==> src/dpt_ram.sv <==
// generic single-port ram with registered read
module dpt_ram #(
  parameter int Width = 8,
  parameter int Depth = 512
) (
  input  logic                     clk,
  input  logic                     we,
  input  logic [$clog2(Depth)-1:0] addr,
  input  logic [Width-1:0]         wdata,
  output logic [Width-1:0]         rdata
);

  logic [Width-1:0] mem [Depth];

  always_ff @(posedge clk) begin
    if (we) begin
      mem[addr] <= wdata;
    end
    rdata <= mem[addr];
  end

endmodule

==> config.mk <==
export PLATFORM = sky130hd
export DESIGN_NAME = dpt_ram
export DESIGN_NICKNAME = d
export VERILOG_FILES = /design/src/dpt_ram.sv
export SDC_FILE = /design/constraint.sdc
export NUM_CORES = 2
export LEC_CHECK = 0
export BUFFER_PORTS_ARGS = -buffer_cell sky130_fd_sc_hd__buf_4
export CORE_MARGIN = 8
export CORE_UTILIZATION = 45
export DETAILED_ROUTE_END_ITERATION = 8
export PLACE_DENSITY_LB_ADDON = 0.08
export REMOVE_ABC_BUFFERS = 1
export SETUP_SLACK_MARGIN = 0.15
export SLEW_MARGIN = 20
export SYNTH_ARGS = -nofsm -noshare
export SYNTH_HDL_FRONTEND = slang
export SYNTH_SLANG_ARGS = --single-unit
==> constraint.sdc <==
create_clock -name clk -period 3.6 [get_ports clk]
set_input_delay 0.72 -clock clk [delete_from_list [all_inputs] [get_ports clk]]
set_output_delay 0.72 -clock clk [all_outputs]
set_load 0.1 [all_outputs]
==> impl_metrics.tcl <==
set metrics [dict create \
    status "complete, no violations" \
    cp.arrival_ns 4.38 \
    synth_top_family_by_area "multiplexers" \
    setup_slack_ns 0.101 \
    die_area_um2 371000 \
    place_area_um2 178000 \
    grt_pass1_vias 85473 \
    fin_crit_sh_pct 97.2 \
    rr_worst_depth 9 \
    htree_levels 5 \
    setup_viol 0 \
    syn_inst 7575 \
    crit_family "simple AND/OR/NAND/NOR gates" \
    worstSetupEndpointType "flop" \
    total_power_w 0.102 \
    max_stage_delay_ns 0.75 \
    ys.warnings.count 0 \
    cp_max_fo 22 \
    fp.dieH_um 609 \
    synth_top_area_cell "edfxtp_1" \
    drt_iter0_markers 10230 \
    crit_chain "buf_8, buf_12, and2_4, buf_4, buf_12, a21oi_1, o2111ai_1, buf_4, nand4_1, buf_4, nor3_1, nor4bb_2, buf_4, nand4_1" \
    wire_per_inst_um 34.0 \
    synth_fa_ha_area_share_pct 0 \
    ys_top_cells_by_area "edfxtp_1 78%, mux4_2 12%, mux2i_1 2.7%" \
    path_buf_inv 7 \
    cts_root_buf "clkbuf_16" \
    rows 218 \
    max_freq_ghz 0.286 \
    final_cell_mix "4,096 x edfxtp_1, 1,543 x buf_4, 816 x mux4_2" \
    power_density_nw_per_um2 534 \
    syn_area_um2 158000 \
    cts_tree "built" \
    synth_edf_count 4096 \
    synth_seq_cells 4104 \
    slew_viol_final 0 \
    fin_nets 9291 \
    pre_cts_slack_ns -1.17 \
    area_growth_syn_to_layout_pct 21.1 \
    busiest_layer "met2" \
    crit_slowest_cell "nor3_1" \
    path_clk_slew_ns 0.06 \
    yosysUniqueCellTypes 67 \
    synth_ff_type "edfxtp_1" \
    crit_top_cell "buf_4" \
    track_usage_pct 25.7 \
    peakVddDrop_v 0.000450 \
    final_common_cell "edfxtp_1" \
    clock_skew_ns 0.0892 \
    portBuffers 26 \
    start_util_pct 45.0 \
    grt_start_max_net_pins 119 \
    hold_buffers 0 \
    clk_path_buf_depth 4 \
    hold_ws_ns 0.157 \
    die_x_um 609 \
    fin_crit_ns 3.50 \
    post-route-util_pct 54.5 \
    synth_compound_area_share_pct 3.43 \
    syn_avg_cell_area_um2 20.9 \
    antenna_found_initial 36 \
    grt_use_met3_pct 3.85 \
    rsz0062_at_grt "true" \
    drtPass1Iterations 6 \
    yosysSeqAreaShare_pct 77.8 \
    use_met2_pct 41.5 \
    path_depth 14 \
    finalHoldViolCount 0 \
    place_congestion 0.871 \
    pin_count 27 \
    cts_setup_buffers 0 \
    routed_wirelength_um 486000 \
    synth_mux_area_share_pct 14.5 \
    grt_pass1_wl_um 677000 \
    overflow 0 \
    leakagePower_nw 63.7 \
    min_path_cells 1 \
    route.antenna.remaining_nets 0 \
    drc 0 \
    drive_above_1_share_pct 33.9 \
    synth_xor_area_share_pct 0 \
    cap_violations 0 \
    yosys.area_share.simple_pct 2.74 \
    cts.sinks 4104 \
    gr-usage-met1_pct 36.5 \
    numCtsBuffers 428 \
    async_flop_share_pct 0 \
    routed_via_density 5.94 \
    worst_pin_slew_ns 1.13 \
    crit_required_ns 4.48 \
    vias 84729 \
    core-area_um2 352000 \
    dp.final_hpwl_um 331000 \
    hp-class "in -> reg" \
    clock_latency_ns 1.01 \
    start_kind "primary input" \
    path_class "in -> reg" \
    max_slew_margin_pct 24.7 \
    synth_top_area_share_pct 77.7 \
    finalInstanceArea_um2 192000 \
]
-- cells in the mapped netlist (all sizes together), types with 7 or more instances --
master / count
edfxtp: 4096
mux4: 816
nor2: 548
mux2i: 434
buf: 286
clkbuf: 197
a22oi: 181
nand2: 130
o22ai: 118
a221oi: 92
a21oi: 77
a31oi: 76
a22o: 47
nand3: 47
nand4: 47
o21ai: 45
nor4: 38
a211oi: 36
a32oi: 26
and3: 25
nor2b: 25
nor3: 22
and2: 19
mux2: 18
o211ai: 14
o221ai: 12
nor3b: 11
dfxtp: 8
or4: 8
a2111oi: 7
nand4b: 7
-- sequential cells by signal, summed over array words and instances (netlist names) --
signal	flops
mem	4096
rdata	8
-- stage by stage --
step	TNS, ns	instances
floorplan	-10.60	7092
global route	0	14255
finish	0	14263
CTS	0	14254
global placement	-9.33	13462
detailed placement	-8.18	13462
-- final timing paths --
path,startpoint,endpoint,slack (ns)
hold reg to reg,mem[341][7],rdata[7],0.83
setup reg to reg,mem[11][3],rdata[3],0.31
setup / recovery,addr[3],rdata[7],0.10
hold / removal,wdata[3],mem[432][3],0.16
-- repair_timing --
action	4_1_cts	5_1_grt
gates resized for setup	3	3
cloned	0	0
endpoints found under the hold margin	0	0
setup endpoints to repair	3	3
pin swaps	0	2
-- cell families (layout without fill, tap and decap cells) --
family,after synthesis,in the layout
flip-flops,4104,4104
other,0,9
multiplexers,1268,1268
AO/OA/AOI/OAI,758,758
AND/OR/NAND/NOR,958,958
buffers and inverters,487,2546
-- layer usage --
metal	vias up	routed length [µm]
met5	-	38
met1	45458	203000
met4	4	16200
met3	648	34800
li1	35262	-
met2	3357	232000
-- worst register-to-register path, cell delays in order (launching register included) --
cell and delay (ns):
edfxtp_1 0.37, mux4_2 0.47, a22o_1 0.27, a221oi_1 0.33, a31oi_1 0.36, buf_4 0.28, or4_1 0.45, nor3_1 0.31
buf_4 0.20, nand4_1 0.09
-- power by group --
group / total [W] / internal, W / switching (W)
sequential: 0.0527 / 0.0526 / 0.0000760
clock: 0.0442 / 0.0252 / 0.0190
combinational: 0.00546 / 0.00206 / 0.00340
total: 0.102 / 0.0799 / 0.0224
-- final cells by class --
| type | instances | area, µm² |
|---|---|---|
| multi-input combinational | 2984 | 33100 |
| tap | 4620 | 5780 |
| timing repair buffer | 1750 | 15700 |
| inverter | 4 | 20.0 |
| clock buffer | 515 | 11100 |
| sequential | 4104 | 123000 |
| clock inverter | 277 | 2890 |
| fill | 27059 | 160000 |
| antenna | 9 | 22.5 |
Power figures use the tool's default switching activity.
